**src/rtl/core/deq_pkg.sv**
```systemverilog
// shared types and constants for the double-ended queue
// no dependencies; compiled first

package deq_pkg;

   localparam int CMD_W    = 3;
   localparam int VALUE_W  = 32;
   localparam int STATUS_W = 2;

   // request command codes
   typedef enum logic [CMD_W-1:0] {
      CMD_PUSH_FRONT = 3'd0,
      CMD_PUSH_BACK  = 3'd1,
      CMD_POP_FRONT  = 3'd2,
      CMD_POP_BACK   = 3'd3,
      CMD_LIST       = 3'd4
   } cmd_type;

   // response status codes
   typedef enum logic [STATUS_W-1:0] {
      STATUS_OK    = 2'd0,
      STATUS_EMPTY = 2'd1,
      STATUS_FULL  = 2'd2
   } status_type;

   // datapath operations issued by the controller
   typedef enum logic [2:0] {
      DP_NONE,
      DP_PUSH_FRONT,
      DP_PUSH_BACK,
      DP_POP_FRONT,
      DP_POP_BACK,
      DP_STATUS,
      DP_ENTRY
   } dp_op_type;

   typedef struct packed {
      dp_op_type  op;
      status_type status;
   } dp_cmd_type;

   typedef struct packed {
      logic empty;
      logic full;
      logic out_free;
      logic list_last;
   } dp_status_type;

endpackage

```
**src/rtl/core/deq_channel_if.sv**
```systemverilog
// valid/ready channel interfaces for requests and responses
// depends on deq_pkg

interface deq_req_if;
   logic                              valid;
   logic                              ready;
   logic [deq_pkg::CMD_W-1:0]         command;
   logic signed [deq_pkg::VALUE_W-1:0] push_value;

   modport source (output valid, output command, output push_value, input ready);
   modport sink   (input valid, input command, input push_value, output ready);
endinterface

interface deq_rsp_if;
   logic                               valid;
   logic                               ready;
   logic signed [deq_pkg::VALUE_W-1:0] item_value;
   logic [deq_pkg::STATUS_W-1:0]       status;
   logic                               last;

   modport source (output valid, output item_value, output status, output last,
                   input ready);
   modport sink   (input valid, input item_value, input status, input last,
                   output ready);
endinterface

```
**src/rtl/core/deq_ctrl.sv**
```systemverilog
// controller state machine for the double-ended queue
// depends on deq_pkg; drives deq_dp through dp_cmd_type

module deq_ctrl (
   input  logic                      clock,
   input  logic                      reset,
   input  logic                      req_valid,
   input  logic [deq_pkg::CMD_W-1:0] req_command,
   output logic                      req_ready,
   input  deq_pkg::dp_status_type    dp_status,
   output deq_pkg::dp_cmd_type       dp_cmd
);

   typedef enum logic {
      S_IDLE,
      S_LIST
   } state_type;

   state_type state_ff, state_in;

   always_comb begin
      state_in      = state_ff;
      dp_cmd.op     = deq_pkg::DP_NONE;
      dp_cmd.status = deq_pkg::STATUS_OK;
      req_ready     = 1'b0;
      case (state_ff)
         S_IDLE: begin
            req_ready = !reset && dp_status.out_free;
            if (req_valid && req_ready) begin
               case (deq_pkg::cmd_type'(req_command))
                  deq_pkg::CMD_PUSH_FRONT: begin
                     if (dp_status.full) begin
                        dp_cmd.op     = deq_pkg::DP_STATUS;
                        dp_cmd.status = deq_pkg::STATUS_FULL;
                     end else begin
                        dp_cmd.op = deq_pkg::DP_PUSH_FRONT;
                     end
                  end
                  deq_pkg::CMD_PUSH_BACK: begin
                     if (dp_status.full) begin
                        dp_cmd.op     = deq_pkg::DP_STATUS;
                        dp_cmd.status = deq_pkg::STATUS_FULL;
                     end else begin
                        dp_cmd.op = deq_pkg::DP_PUSH_BACK;
                     end
                  end
                  deq_pkg::CMD_POP_FRONT: begin
                     if (dp_status.empty) begin
                        dp_cmd.op     = deq_pkg::DP_STATUS;
                        dp_cmd.status = deq_pkg::STATUS_EMPTY;
                     end else begin
                        dp_cmd.op = deq_pkg::DP_POP_FRONT;
                     end
                  end
                  deq_pkg::CMD_POP_BACK: begin
                     if (dp_status.empty) begin
                        dp_cmd.op     = deq_pkg::DP_STATUS;
                        dp_cmd.status = deq_pkg::STATUS_EMPTY;
                     end else begin
                        dp_cmd.op = deq_pkg::DP_POP_BACK;
                     end
                  end
                  deq_pkg::CMD_LIST: begin
                     if (dp_status.empty) begin
                        dp_cmd.op     = deq_pkg::DP_STATUS;
                        dp_cmd.status = deq_pkg::STATUS_EMPTY;
                     end else begin
                        state_in = S_LIST;
                     end
                  end
                  default: ; // unknown command, dropped silently
               endcase
            end
         end
         S_LIST: begin
            if (dp_status.out_free) begin
               dp_cmd.op = deq_pkg::DP_ENTRY;
               if (dp_status.list_last) state_in = S_IDLE;
            end
         end
         default: state_in = S_IDLE;
      endcase
   end

   always_ff @(posedge clock) begin
      if (reset) begin
         state_ff <= S_IDLE;
      end else begin
         state_ff <= state_in;
      end
   end

   // a list walk only runs over a non-empty queue
   a_list_not_empty: assert property (@(posedge clock) disable iff (reset)
      (state_ff == S_LIST) |-> !dp_status.empty)
      else $error("list walk over empty queue");

   // no request is taken while a list walk is in progress
   a_no_accept_in_list: assert property (@(posedge clock) disable iff (reset)
      (state_ff == S_LIST) |-> !req_ready)
      else $error("request accepted during list walk");

   // the walk ends right after its last entry is issued
   a_list_ends: assert property (@(posedge clock) disable iff (reset)
      (state_ff == S_LIST && dp_cmd.op == deq_pkg::DP_ENTRY && dp_status.list_last)
      |=> (state_ff == S_IDLE))
      else $error("list walk did not end after last entry");

endmodule

```
**src/rtl/core/deq_dp.sv**
```systemverilog
// datapath: ring storage, front pointer, count, list cursor, response register
// depends on deq_pkg and deq_channel_if; commanded by deq_ctrl

module deq_dp #(
   parameter int DEPTH = 16
) (
   input  logic                               clock,
   input  logic                               reset,
   input  logic signed [deq_pkg::VALUE_W-1:0] push_value,
   input  deq_pkg::dp_cmd_type                dp_cmd,
   output deq_pkg::dp_status_type             dp_status,
   deq_rsp_if.source                          rsp
);

   localparam int PTR_W = (DEPTH > 1) ? $clog2(DEPTH) : 1;
   localparam int CNT_W = $clog2(DEPTH + 1);
   localparam int SUM_W = CNT_W + 1;

   logic signed [deq_pkg::VALUE_W-1:0] entry_mem [DEPTH];
   logic signed [deq_pkg::VALUE_W-1:0] rd_data_ff;

   logic [PTR_W-1:0] front_ff, front_in;
   logic [CNT_W-1:0] count_ff, count_in;
   logic [CNT_W-1:0] pos_ff, pos_in;
   logic [CNT_W-1:0] pos_plus;
   logic [PTR_W-1:0] front_dec, front_inc;
   logic [PTR_W-1:0] wr_addr, rd_addr;
   logic             wr_en;
   logic             load, load_entry;

   logic                               rsp_valid_ff, rsp_valid_in;
   logic signed [deq_pkg::VALUE_W-1:0] rsp_value_ff;
   logic [deq_pkg::STATUS_W-1:0]       rsp_status_ff;
   logic                               rsp_last_ff;

   // ring slot at offset pos from the front
   function automatic logic [PTR_W-1:0] slot_of(input logic [PTR_W-1:0] front,
                                                input logic [CNT_W-1:0] pos);
      logic [SUM_W-1:0] sum;
      sum = SUM_W'(front) + SUM_W'(pos);
      if (sum >= SUM_W'(DEPTH)) sum = sum - SUM_W'(DEPTH);
      return sum[PTR_W-1:0];
   endfunction

   assign front_dec = (front_ff == '0) ? PTR_W'(DEPTH - 1) : front_ff - 1'b1;
   assign front_inc = (front_ff == PTR_W'(DEPTH - 1)) ? '0 : front_ff + 1'b1;
   assign pos_plus  = pos_ff + 1'b1;

   assign dp_status.empty     = (count_ff == '0);
   assign dp_status.full      = (count_ff == CNT_W'(DEPTH));
   assign dp_status.out_free  = !rsp_valid_ff || rsp.ready;
   assign dp_status.list_last = (pos_plus == count_ff);

   assign load       = (dp_cmd.op != deq_pkg::DP_NONE);
   assign load_entry = (dp_cmd.op == deq_pkg::DP_ENTRY);

   always_comb begin
      front_in = front_ff;
      count_in = count_ff;
      pos_in   = pos_ff;
      wr_en    = 1'b0;
      wr_addr  = front_ff;
      case (dp_cmd.op)
         deq_pkg::DP_PUSH_FRONT: begin
            wr_en    = 1'b1;
            wr_addr  = front_dec;
            front_in = front_dec;
            count_in = count_ff + 1'b1;
         end
         deq_pkg::DP_PUSH_BACK: begin
            wr_en    = 1'b1;
            wr_addr  = slot_of(front_ff, count_ff);
            count_in = count_ff + 1'b1;
         end
         deq_pkg::DP_POP_FRONT: begin
            front_in = front_inc;
            count_in = count_ff - 1'b1;
         end
         deq_pkg::DP_POP_BACK: begin
            count_in = count_ff - 1'b1;
         end
         deq_pkg::DP_ENTRY: begin
            pos_in = dp_status.list_last ? '0 : pos_plus;
         end
         default: ;
      endcase
   end

   // read one slot ahead so the next entry is ready when the current one leaves
   assign rd_addr = slot_of(front_ff, pos_in);

   assign rsp_valid_in = load ? 1'b1 : (rsp_valid_ff && !rsp.ready);

   always_ff @(posedge clock) begin
      if (wr_en) entry_mem[wr_addr] <= push_value;
      rd_data_ff <= entry_mem[rd_addr];
   end

   always_ff @(posedge clock) begin
      if (reset) begin
         front_ff     <= '0;
         count_ff     <= '0;
         pos_ff       <= '0;
         rsp_valid_ff <= 1'b0;
      end else begin
         front_ff     <= front_in;
         count_ff     <= count_in;
         pos_ff       <= pos_in;
         rsp_valid_ff <= rsp_valid_in;
      end
   end

   always_ff @(posedge clock) begin
      if (load) begin
         rsp_value_ff  <= load_entry ? rd_data_ff : '0;
         rsp_status_ff <= load_entry ? deq_pkg::STATUS_OK : dp_cmd.status;
         rsp_last_ff   <= load_entry ? dp_status.list_last : 1'b1;
      end
   end

   assign rsp.valid      = rsp_valid_ff;
   assign rsp.item_value = rsp_value_ff;
   assign rsp.status     = rsp_status_ff;
   assign rsp.last       = rsp_last_ff;

   a_count_bound: assert property (@(posedge clock) disable iff (reset)
      count_ff <= CNT_W'(DEPTH))
      else $error("entry count above depth");

   a_push_grows: assert property (@(posedge clock) disable iff (reset)
      (dp_cmd.op == deq_pkg::DP_PUSH_FRONT || dp_cmd.op == deq_pkg::DP_PUSH_BACK)
      |=> count_ff == CNT_W'($past(count_ff) + 1'b1))
      else $error("push did not grow the queue");

   a_pop_shrinks: assert property (@(posedge clock) disable iff (reset)
      (dp_cmd.op == deq_pkg::DP_POP_FRONT || dp_cmd.op == deq_pkg::DP_POP_BACK)
      |=> count_ff == CNT_W'($past(count_ff) - 1'b1))
      else $error("pop did not shrink the queue");

   a_load_when_free: assert property (@(posedge clock) disable iff (reset)
      load |-> dp_status.out_free)
      else $error("response register overwritten while stalled");

endmodule

```
**src/rtl/core/double_ended_queue.sv**
```systemverilog
// top level of the bounded double-ended queue
// depends on deq_pkg, deq_channel_if, deq_ctrl and deq_dp

// Bounded deque of DEPTH signed 32-bit values kept in a ring memory with a
// front pointer and an entry count. Each request transaction carries one
// command: push front, push back, pop front, pop back or list. Push and pop
// return one response transaction with status ok, empty (pop on an empty
// queue, nothing changes) or full (push on a full queue, value dropped);
// item_value is zero and last is set. List returns every entry from front to
// back with status ok and last on the back entry, or a single empty status.
// Unknown command codes are consumed with no response. Push and pop can
// follow one another every cycle while responses drain. A list holds off
// new requests until its back entry is issued: the walk starts, then reads
// the entries from front to back, paced by the single registered read port
// of the entry memory; a stalled response channel stretches this. A
// request is taken only while the response register is empty or its
// transaction leaves in the same cycle. The memory needs no clearing after
// reset, since only written slots are ever listed.

module double_ended_queue #(
   parameter int DEPTH = 16
) (
   input  logic     clock,
   input  logic     reset,
   deq_req_if.sink   req_chan,
   deq_rsp_if.source rsp_chan
);

   deq_pkg::dp_cmd_type    dp_cmd;
   deq_pkg::dp_status_type dp_status;

   // sequencing: command decode and list walk
   deq_ctrl u_ctrl (
      .clock       (clock),
      .reset       (reset),
      .req_valid   (req_chan.valid),
      .req_command (req_chan.command),
      .req_ready   (req_chan.ready),
      .dp_status   (dp_status),
      .dp_cmd      (dp_cmd)
   );

   // storage, pointers and response register
   deq_dp #(
      .DEPTH (DEPTH)
   ) u_dp (
      .clock      (clock),
      .reset      (reset),
      .push_value (req_chan.push_value),
      .dp_cmd     (dp_cmd),
      .dp_status  (dp_status),
      .rsp        (rsp_chan)
   );

endmodule
```
**src/flat_wrapper.sv**
```systemverilog
// flat-port wrapper written by rule: the top's interface ports become plain ports
module double_ended_queue_flat 
#(
   parameter int DEPTH = 16
)
  (clock, reset, req_chan_valid, req_chan_command, req_chan_push_value, req_chan_ready, rsp_chan_valid, rsp_chan_item_value, rsp_chan_status, rsp_chan_last, rsp_chan_ready);
  deq_req_if req_chan_i ();
  deq_rsp_if rsp_chan_i ();
  input  logic clock;
  input  logic reset;
  input wire logic [$bits(req_chan_i.valid)-1:0] req_chan_valid;
  input wire logic [$bits(req_chan_i.command)-1:0] req_chan_command;
  input wire logic [$bits(req_chan_i.push_value)-1:0] req_chan_push_value;
  output wire logic [$bits(req_chan_i.ready)-1:0] req_chan_ready;
  output wire logic [$bits(rsp_chan_i.valid)-1:0] rsp_chan_valid;
  output wire logic [$bits(rsp_chan_i.item_value)-1:0] rsp_chan_item_value;
  output wire logic [$bits(rsp_chan_i.status)-1:0] rsp_chan_status;
  output wire logic [$bits(rsp_chan_i.last)-1:0] rsp_chan_last;
  input wire logic [$bits(rsp_chan_i.ready)-1:0] rsp_chan_ready;
  assign req_chan_i.valid = req_chan_valid;
  assign req_chan_i.command = req_chan_command;
  assign req_chan_i.push_value = req_chan_push_value;
  assign req_chan_ready = req_chan_i.ready;
  assign rsp_chan_valid = rsp_chan_i.valid;
  assign rsp_chan_item_value = rsp_chan_i.item_value;
  assign rsp_chan_status = rsp_chan_i.status;
  assign rsp_chan_last = rsp_chan_i.last;
  assign rsp_chan_i.ready = rsp_chan_ready;
  double_ended_queue #(.DEPTH(DEPTH)) u_core (.clock(clock), .reset(reset), .req_chan(req_chan_i), .rsp_chan(rsp_chan_i));
endmodule
```
**config.mk**
```make
export PLATFORM = sky130hd
export DESIGN_NAME = double_ended_queue_flat
export DESIGN_NICKNAME = d
export VERILOG_FILES = /design/src/rtl/core/deq_pkg.sv /design/src/rtl/core/deq_channel_if.sv /design/src/rtl/core/deq_ctrl.sv /design/src/rtl/core/deq_dp.sv /design/src/rtl/core/double_ended_queue.sv /design/src/flat_wrapper.sv
export SDC_FILE = /design/constraint.sdc
export NUM_CORES = 1
export LEC_CHECK = 0
export BUFFER_PORTS_ARGS = -buffer_cell sky130_fd_sc_hd__buf_4
export CORE_MARGIN = 4
export CORE_UTILIZATION = 40
export CTS_CLUSTER_DIAMETER = 60
export DETAILED_ROUTE_END_ITERATION = 7
export GPL_ROUTABILITY_DRIVEN = 0
export PLACE_DENSITY = 0.57
export REMOVE_ABC_BUFFERS = 1
export SKIP_CTS_REPAIR_TIMING = 1
export SYNTH_ARGS = -nofsm -noshare
export SYNTH_HDL_FRONTEND = slang
export SYNTH_SLANG_ARGS = --single-unit
```
**constraint.sdc**
```tcl
create_clock -name clock -period 4.6 [get_ports clock]
set_input_delay 0.46 -clock clock [delete_from_list [all_inputs] [get_ports clock]]
set_output_delay 0.46 -clock clock [all_outputs]
set_load 0.01 [all_outputs]
```
== Word-level counts from Yosys, hierarchy flattened ==
Memories as Yosys holds them, arrays and structs flattened. A register that Yosys moved wholly into a read port is not among the register bits.
Cells that the tools add are included.
Storage, ports and cells
  flip-flop bits (word level): 51
  RAM bits: 512
  input port bits: 39
  output and inout bits: 37
  memories: 1
Memories
  u_core.u_dp.entry_mem: words 16, width 32, read ports 1, clocked after Yosys merged registers in 1, wr ports 1, RTL line deq_dp.sv:19  | logic signed [deq_pkg::VALUE_W-1:0] entry_mem [DEPTH];
Cells by class
  $add $sub $neg: 9
  order comparisons: 2
  eq/ne operators: 12
  multiplexer cells: 31
  bitwise gates (word level): 2
  reductions and logical operators: 16
Operator list (number)
  $pmux W5 S5: 1
  $mux W5: 4
  $mux W4: 4
  $pmux W4 S2: 2
  $add A4 B5 Y6: 2
  $eq A3 B2 Y1 const B: 4
  $ge A6 B5 Y1 const B: 2
  $mux W1: 12
  $mux W3: 4
  $sub A4 B1 Y4 const B: 3
  $add A5 B1 Y5 const B: 2
  $pmux W5 S2: 1
  $eq A3 B3 Y1 const B: 3
  $eq A3 B1 Y1 const B: 2
  $pmux W3 S2: 1
  $eq A5 B5 Y1: 1
  $eq A5 B5 Y1 const B: 1
  $logic_not A5 Y1: 1
  $sub A5 B1 Y5 const B: 1
  $add A4 B1 Y4 const B: 1
  $eq A4 B4 Y1 const B: 1
  $logic_not A4 Y1: 1
  $reduce_bool A2 Y1: 2
  $reduce_or A2 Y1: 2
  other kinds (9): 14

== Logic depth before layout (Yosys ltp) ==
Gate-level depths: netlist of the first run.
  depth in word-level cells: 11
  depth in mapped cells: 14
  depth with buffers taken out: 13

== Cells and area by module ==
Synthesis of the first run repeated with hierarchy kept, for this count alone.
Unflattened totals
  cell total of the unflattened synthesis: 1108
  area, all modules: 23064.6 um^2
Modules (own cells, without submodules)
  deq_dp: times used 1, cells an instance 1078, area each 22856.9 um^2, seq. area each 17366.7 um^2
  deq_ctrl: times used 1, cells an instance 30, area each 207.7 um^2, seq. area each 20.0 um^2

== Worst setup path before layout of the first run ==
Ideal clock, no wire load.
  kind: input port to flip-flop
  start point: input port rsp_chan_ready
  end point: memory u_core.u_dp.entry_mem[8][0] (netlist bit) (enable)
  arrival: 4.103 ns
  slack: 0.036 ns
  stages on the path: 7
  buffers on the path: 1
  cells stage by stage: nand2b_1 -> clkbuf_8 -> nand4_1 -> nor3_1 -> mux2i_1 -> o21a_1 -> nor3_1
Between the ends
  word-level cells in the longest chain between the ends: 10
RTL lines
  from (decl): RTL line flat_wrapper.sv:19  | input wire logic [$bits(rsp_chan_i.ready)-1:0] rsp_chan_ready;
  $logic_or A1 B1 Y1 (*): RTL line deq_dp.sv:51  | assign dp_status.out_free = !rsp_valid_ff || rsp.ready;
  $logic_and A1 B1 Y1: RTL line deq_ctrl.sv:28  | req_ready = !reset && dp_status.out_free;
  $logic_and A1 B1 Y1: RTL line deq_ctrl.sv:29  | if (req_valid && req_ready) begin
  $mux W5: RTL line deq_ctrl.sv:29
  $pmux W3 S2 (*): RTL line deq_ctrl.sv:26  | case (state_ff)
  $eq A3 B2 Y1 or $eq A3 B1 Y1 (tied branches): RTL line deq_dp.sv:63  | case (dp_cmd.op)
  $reduce_or A2 Y1 (no line)
  $mux W1: RTL line deq_dp.sv:63
  $mux W1: RTL line deq_dp.sv:95  | if (wr_en) entry_mem[wr_addr] <= push_value;
  $mux W1 (implied by the code): RTL line deq_dp.sv:95
  to (decl): RTL line deq_dp.sv:19
Every way passes the cells marked *; elsewhere a longest branch is shown, timed or not.

== Final worst setup path of the first run ==
  start point: register u_core.u_dp.pos_ff[0]
  end point: register u_core.u_dp.rd_data_ff[24] (netlist bit), read port of u_core.u_dp.entry_mem
Between the ends
  word-level cells in the longest chain between the ends: 7
RTL lines
  from (decl): RTL line deq_dp.sv:24  | logic [CNT_W-1:0] pos_ff, pos_in;
  from (signal assigned): RTL line deq_dp.sv:108  | pos_ff <= pos_in;
  $add A5 B1 Y5: RTL line deq_dp.sv:47  | assign pos_plus = pos_ff + 1'b1;
  $eq A5 B5 Y1: RTL line deq_dp.sv:52  | assign dp_status.list_last = (pos_plus == count_ff);
  $mux W5: RTL line deq_dp.sv:83  | pos_in = dp_status.list_last ? '0 : pos_plus;
  $mux W5 (*): RTL line deq_dp.sv:63
  via u_core.u_dp.pos_in[0]: RTL line deq_dp.sv:24
  $add A4 B5 Y6 (*): RTL line deq_dp.sv:40  | sum = SUM_W'(front) + SUM_W'(pos);
  $ge A6 B5 Y1 or $sub A4 B1 Y4 (tied branches): RTL line deq_dp.sv:41  | if (sum >= SUM_W'(DEPTH)) sum = sum - SUM_W'(DEPTH);
  $mux W4 (*): RTL line deq_dp.sv:41
  to (decl): RTL line deq_dp.sv:20  | logic signed [deq_pkg::VALUE_W-1:0] rd_data_ff;
Mark *: on every way through the listed nets, which the timed path passes. The rest lies on a longest branch.
A chain may end at the register's enable or synchronous reset.

==> impl_metrics.env, run 1 <==
export IMPL_wl_per_cell_um=25.8
export IMPL_power_switching_mw=2.38
export IMPL_gr_usage_all_layers_pct=16.4
export IMPL_p_comb_share_pct=3.5
export IMPL_coreArea_um2=57900
export IMPL_p_sw_share_pct=20.4
export IMPL_p_leak_nw=9.46
export IMPL_place_inst=1870
export IMPL_first_pass_iters=7
export IMPL_yosysSeqAreaShare_pct=74.0
export IMPL_ys_warnings_count=0
export IMPL_synth_compound_area_share_pct=1.69
export IMPL_period_needed_ns=4.37
export IMPL_die_w_um=250
export IMPL_start_kind="register"
export IMPL_synth_edf_count=547
export IMPL_grt_overflow=0
export IMPL_numClockSinks=595
export IMPL_postSynthAreaPerCell_um2=22.7
export IMPL_syn_area_um2=23500
export IMPL_grt_max_degree=62
export IMPL_critical_path_class="register to register"
export IMPL_fin_cells=1994
export IMPL_status="completed"
export IMPL_rsz0062_at_grt="false"
export IMPL_skew_ns=0.0268
export IMPL_portBuffers=75
export IMPL_grt_pass1_wl_um=75900
export IMPL_power_density_nw_per_um2=426
export IMPL_cp_arrival_ns=4.82
export IMPL_cts_root_buf="clkbuf_16"
export IMPL_finalCritPeriodShare_pct=95.0
export IMPL_report_final_setup_viol=0
export IMPL_postRouteWirelength_um=51400
export IMPL_ys_flop_type="edfxtp_1"
export IMPL_maxCapViolations=0
export IMPL_antenna_found_initial=5
export IMPL_cts_buffers_inserted=67
export IMPL_timing_hold_ws_ns=0.161
export IMPL_clockBufferDepth=3
export IMPL_yosys_area_share_xor_xnor_pct=0.623
export IMPL_core_rowCount=88
export IMPL_finalPower_mw=11.7
export IMPL_seq_power_share_pct=51.3
export IMPL_initial_core_util_pct=40.6
export IMPL_io_pins=76
export IMPL_clkPwrFrac_pct=45.2
export IMPL_synth_top_family_by_area="multiplexers"
export IMPL_drt_initial_drc_count=914
export IMPL_chipHeight_um=250
export IMPL_hold_viol=0
export IMPL_grt_pass1_vias=11100
export IMPL_worst_pin_slew_ns=0.929
export IMPL_dp_hpwl_um=27200
export IMPL_vias=10900
export IMPL_htree_levels=3
export IMPL_synthAdderAreaFrac_pct=0.948
export IMPL_cts_tree="yes"
export IMPL_drive_above_1_share_pct=23.0
export IMPL_crit_fanout=61
export IMPL_synth_distinct_cells=58
export IMPL_vias_per_cell=5.46
export IMPL_synthSimpleGateAreaFrac_pct=2.73
export IMPL_ant_nets=0
export IMPL_ys_ff_latch=595
export IMPL_cp_end_kind="register"
export IMPL_slew_violations=0
export IMPL_clkTransAtPathRegs_ns=0.06
export IMPL_worstPathRequired_ns=5.05
export IMPL_muxShareOfSynthArea_pct=17.6
export IMPL_max_freq_mhz=229
export IMPL_synth_async_reset_ratio_pct=0
export IMPL_peakVddDrop_v=0.000247
export IMPL_netlist_instances=1035
export IMPL_fill_cells=4798
export IMPL_insertion_delay_ns=0.60
export IMPL_dieArea_um2=62700
export IMPL_area_growth_pct=16.6
export IMPL_drc=0
export IMPL_hold_path_class="input port to register"
export IMPL_max_slew_margin_pct=37.8
export IMPL_internal_power_mw=9.29
export IMPL_final_nets=1229
==> layout make-up <==
cell class                 instances  area [um^2]  area share, %
multi-input combinational        375         5710           20.8
inverter                          14         52.6          0.192
clock inverter                    33          383           1.40
clock buffer                      90         1810           6.62
tap                              765          957           3.49
sequential                       595        17400           63.5
antenna                            1         2.50        0.00914
timing repair buffer             121         1080           3.96
==> critical path, cell delays in order, from the launching register on <==
cell and delay, ns:
dfxtp_1 0.40, ha_2 0.29, nand3_1 0.13, or3b_4 0.41, a2111oi_4 0.37, nor2_1 0.15, mux2_2 0.33, ha_4 0.17
inv_1 0.07, fa_4 0.77, buf_12 0.30, mux4_1 0.29, mux4_1 0.50
==> sequential cells by signal (all words and copies together) (netlist names), named ones only <==
| name | count |
|---|---|
| u_core.u_dp.front_ff | 4 |
| u_core.u_dp.rd_data_ff | 32 |
| u_core.u_dp.pos_ff | 4 |
| u_core.u_dp.rsp.status | 2 |
| u_core.u_dp.count_ff | 5 |
| u_core.u_dp.rsp.item_value | 32 |
| u_core.u_dp.rsp.valid | 1 |
| u_core.u_ctrl.state_ff | 1 |
| u_core.u_dp.entry_mem | 512 |
| u_core.u_dp.rsp.last | 1 |
==> routing by layer <==
layer / track usage [%] / vias to the layer above / wire, um / part of all wire (%)
met5: 0 / - / 34 / 0.066
met4: 4.31 / 4 / 841 / 1.6
met3: 3.10 / 68 / 2580 / 5.0
met2: 26.9 / 276 / 25300 / 49
met1: 22.9 / 5778 / 22600 / 44
li1: - / 4752 / - / -
==> power groups by stage <==
stage | clock [mW] | sequential [mW] | combinational (mW)
floorplan | 0 | 6.10 | 0.213
global placement | 0 | 6.10 | 0.403
detailed placement | 0 | 6.10 | 0.413
CTS | 5.41 | 5.99 | 0.413
global route | 5.67 | 5.99 | 0.439
finish | 5.28 | 5.99 | 0.404
==> through the flow <==
stage	setup TNS [ns]	setup WS, ns	utilization, %	area (um^2)
floorplan	-171.84	-2.53	-	23000
finish	0	0.231	47.3	27400
global route	0	0.0449	47.3	27400
detailed placement	0	0.201	43.5	25200
CTS	0	0.163	47.3	27400
global placement	0	0.277	43.5	25200
==> kinds of logic (layout without fill, tap and decap cells) <==
group           after synthesis  after routing
flops                       595            595
mux                         166            166
simple gates                122            122
buf+inv                      65            258
compound gates               56             56
fa+ha+maj                    16             16
xor+xnor                     15             15
other cells                   0              1
==> cells in the mapped netlist, drive strengths merged, types with 2 or more instances <==
cell type    n  area [um^2]
a2bb2oi      2         23.8
a21o         6         45.0
inv         14         52.6
a21oi       17         85.1
nand3b       2         15.0
ha          13          163
o21ai        9         45.0
o211ai       2         15.0
nand2       18         67.6
xor2         7         68.8
buf         23          248
nand4        2         12.5
xnor2        8         77.6
nor4         3         18.8
and2         6         37.5
and4         2         17.5
mux2i        5         50.1
a22oi        2         15.0
a31oi        2         12.5
nand3        7         35.0
fa           3         60.1
dfxtp       48          961
and3        33          206
nor2b        3         18.8
nand2b       3         18.8
nor3b        2         15.0
nor3        13         65.1
edfxtp     547        16400
mux4       160         4080
clkbuf      27          241
nor2        27          101
==> final timing paths <==
kind                                                        to                  startpoint  slack (ns)  depth (start not counted)
worst max-delay path                u_core.u_dp.rd_data_ff[24]       u_core.u_dp.pos_ff[0]        0.23                         12
worst min-delay path              u_core.u_dp.entry_mem[6][23]     req_chan_push_value[23]        0.16                          1
worst max register to register      u_core.u_dp.rd_data_ff[24]       u_core.u_dp.pos_ff[0]        0.23                         12
worst min register to register  u_core.u_dp.rsp.item_value[10]  u_core.u_dp.rd_data_ff[10]        0.53                          1
==> layout by cell type, fill, tap and decap left out, drive strengths merged, types with 17 or more instances in the layout <==
| master | instances |
|---|---|
| clkbuf | 90 |
| dfxtp | 48 |
| nand2 | 18 |
| edfxtp | 547 |
| nor2 | 27 |
| and3 | 33 |
| a21oi | 17 |
| clkinv | 18 |
| buf | 121 |
| mux4 | 160 |
| inv | 21 |
No activity file was read; power rests on OpenSTA's default activity.
==> run 2, diff against run 1 <==
- ABC_AREA: not set -> 1
==> run 2 against run 1 <==
- global-route usage rose by 1.5 points
- register-to-register slack improved by 0.56 ns
- synthesized cell count rose by 83%
- clock skew fell by 0.013 ns
- total power rose by 0.50%
- count of clock-buffer cells in the layout did not move
- non-clock buffer count fell by 8
- cell area rose by 0.14%
- routed wire length rose by 13%
- critical path type unchanged
==> impl_metrics.env, run 2 <==
export IMPL_initial_core_util_pct=40.3
export IMPL_wl_per_cell_um=20.9
export IMPL_insertion_delay_ns=0.62
export IMPL_cts_tree="yes"
export IMPL_synth_distinct_cells=39
export IMPL_most_common_layout_cells="547 x edfxtp_1, 387 x nand2_1, 197 x o21ai_0, 182 x nor2_1, 96 x buf_4"
export IMPL_drive_above_1_share_pct=13.5
export IMPL_postRouteWirelength_um=58100
export IMPL_vias_per_cell=5.34
export IMPL_ys_ff_latch=595
export IMPL_p_leak_nw=9.69
export IMPL_max_freq_mhz=262
export IMPL_num_antenna_cells=0
export IMPL_crit_fanout=51
export IMPL_htree_levels=2
export IMPL_antenna_found_initial=1
export IMPL_peakVddDrop_v=0.000313
export IMPL_drt_initial_drc_count=1490
export IMPL_hold_viol=0
export IMPL_power_density_nw_per_um2=428
export IMPL_core_rowCount=89
export IMPL_place_inst=2671
export IMPL_period_needed_ns=3.81
export IMPL_grt_max_degree=159
export IMPL_largest_reg_flops=512
export IMPL_hold_depth=1
export IMPL_mostFrequentLayoutCell="edfxtp_1"
export IMPL_regMostFlops="u_core.u_dp.entry_mem"
export IMPL_grt_overflow=0
export IMPL_setup_ws_ns=0.787
export IMPL_drc=0
export IMPL_hold_path_class="input port to register"
export IMPL_yosysMostFrequentCell="edfxtp_1"
export IMPL_synth_top_area_cell="edfxtp_1"
export IMPL_skew_ns=0.0139
export IMPL_cp_arrival_ns=4.37
export IMPL_cts_root_buf="clkbuf_16"
export IMPL_status="completed"
export IMPL_yosysSeqAreaShare_pct=73.2
export IMPL_synth_commonest_cells="547 x edfxtp_1, 388 x nand2_1, 198 x nor2_1"
export IMPL_ys_warnings_count=0
export IMPL_io_pins=76
export IMPL_vias=14900
export IMPL_portBuffers=75
export IMPL_finalPower_mw=11.7
export IMPL_dieArea_um2=63300
export IMPL_maxCapViolations=0
export IMPL_max_slew_margin_pct=38.9
export IMPL_crit_end="u_core.u_dp.rd_data_ff[31]"
export IMPL_reg2reg_from="u_core.u_dp.pos_ff[0]"
export IMPL_synth_async_reset_ratio_pct=0
export IMPL_slew_violations=0
export IMPL_worstReg2RegEnd="u_core.u_dp.rd_data_ff[31]"
export IMPL_synth_top_area_share_pct=69.2
export IMPL_final_area_um2=27400
export IMPL_cts_buffers_inserted=61
export IMPL_worstPathRequired_ns=5.16
export IMPL_first_pass_iters=5
export IMPL_area_growth_pct=15.5
export IMPL_worst_pin_slew_ns=0.916
export IMPL_ff2ff_path_depth=20
export IMPL_finalCritPeriodShare_pct=82.9
export IMPL_syn_area_um2=23700
export IMPL_reg2reg_slack_ns=0.79
export IMPL_die_w_um=252
export IMPL_fin_cells=2785
export IMPL_clockBufferDepth=3
export IMPL_synth_edf_count=547
export IMPL_postSynthAreaPerCell_um2=12.5
export IMPL_netlist_instances=1898
export IMPL_start_kind="register"
export IMPL_place_ws_ns=0.812
export IMPL_rsz0062_at_grt="false"
export IMPL_final_nets=2016
export IMPL_numClockSinks=595
export IMPL_coreArea_um2=58900
export IMPL_clkTransAtPathRegs_ns=0.06
export IMPL_chipHeight_um=252
export IMPL_gr_usage_all_layers_pct=18.0
export IMPL_report_final_setup_viol=0
export IMPL_critical_path_class="register to register"
export IMPL_cp_end_kind="register"
export IMPL_setup_worst_path_start="u_core.u_dp.pos_ff[0]"
export IMPL_ys_top_cells_by_area="edfxtp_1 69%, nand2_1 6.1%, o21ai_0 4.2%"
export IMPL_setup_tns_ns=0
export IMPL_ys_flop_type="edfxtp_1"
export IMPL_grt_pass1_wl_um=88000
export IMPL_dpl_cell_area_um2=25500
export IMPL_dp_hpwl_um=30800
export IMPL_ant_nets=0
export IMPL_grt_pass1_vias=14400
-- run 2: changes by cell type in the layout (fill, tap and decap cells not counted), sizes merged, moves of 50 or more --
| cell | change |
|---|---|
| nand2 | +384 |
| o21ai | +189 |
| nor2 | +180 |
| mux4 | -160 |
| a32o | +64 |
| a21oi | +63 |
| o22ai | +63 |
| inv | +50 |
| nand3 | +50 |
-- run 2: cells by family (layout without fill, tap and decap cells) --
kind of cell	count (synthesis)	in the layout	share of synthesized area [%]
XOR/XNOR	12	12	0.443
buffers and inverters	178	292	2.97
flip-flops	595	595	73.2
AO/OA/AOI/OAI	414	414	10.6
adder cells (fa/ha/maj)	16	16	0.938
AND/OR/NAND/NOR	683	683	11.9
-- run 2: power by group --
group / internal, mW / switching, mW
combinational: 0.302 / 0.572
clock: 2.74 / 2.04
sequential: 6.02 / 0.0509
total: 9.06 / 2.67
-- run 2: per-stage QoR --
step | hold slack (ns) | util [%]
floorplan | 0.449 | -
global placement | 0.475 | 43.2
detailed placement | 0.476 | 43.2
CTS | 0.0985 | 46.6
global route | 0.124 | 46.6
finish | 0.136 | 46.6
-- run 2: worst min-delay path by stage --
| stage | from | endpoint | slack, ns |
|---|---|---|---|
| after floorplan | register | register | 0.45 |
| after global placement | register | register | 0.48 |
| after detailed placement | register | register | 0.48 |
| after CTS | req_chan_push_value[15] | u_core.u_dp.entry_mem[13][15] | 0.1 |
| after global routing | req_chan_push_value[15] | u_core.u_dp.entry_mem[13][15] | 0.12 |
| final | req_chan_push_value[15] | u_core.u_dp.entry_mem[13][15] | 0.14 |
-- run 2: area by class of cell --
cell class	instances	area (um^2)
Fill cell	5202	31500
Sequential cell	595	17400
Multi-Input combinational cell	1125	5810
Clock buffer	90	1780
Timing Repair Buffer	113	1060
Tap cell	773	967
Inverter	65	254
Clock inverter	24	175
-- run 2: layer usage --
layer,GRT usage (%),routed length [um]
met1,25.5,26700
met2,29.0,26700
met3,2.98,3480
met4,4.96,1240
met5,0,8
-- run 2: worst max-delay path, stage by stage, from the launching register on --
cell	delay [ns]
dfxtp_1	0.40
ha_1	0.23
nand2_1	0.07
o21bai_1	0.16
nand2_1	0.09
xor2_1	0.13
nand3_1	0.12
nand2_1	0.12
inv_1	0.08
nand2_1	0.08
nand2_1	0.09
ha_4	0.17
inv_1	0.07
fa_2	0.51
inv_6	0.36
buf_4	0.35
a21oi_1	0.07
a32o_1	0.25
o21ai_0	0.17
nand3_1	0.09
nand2_1	0.09
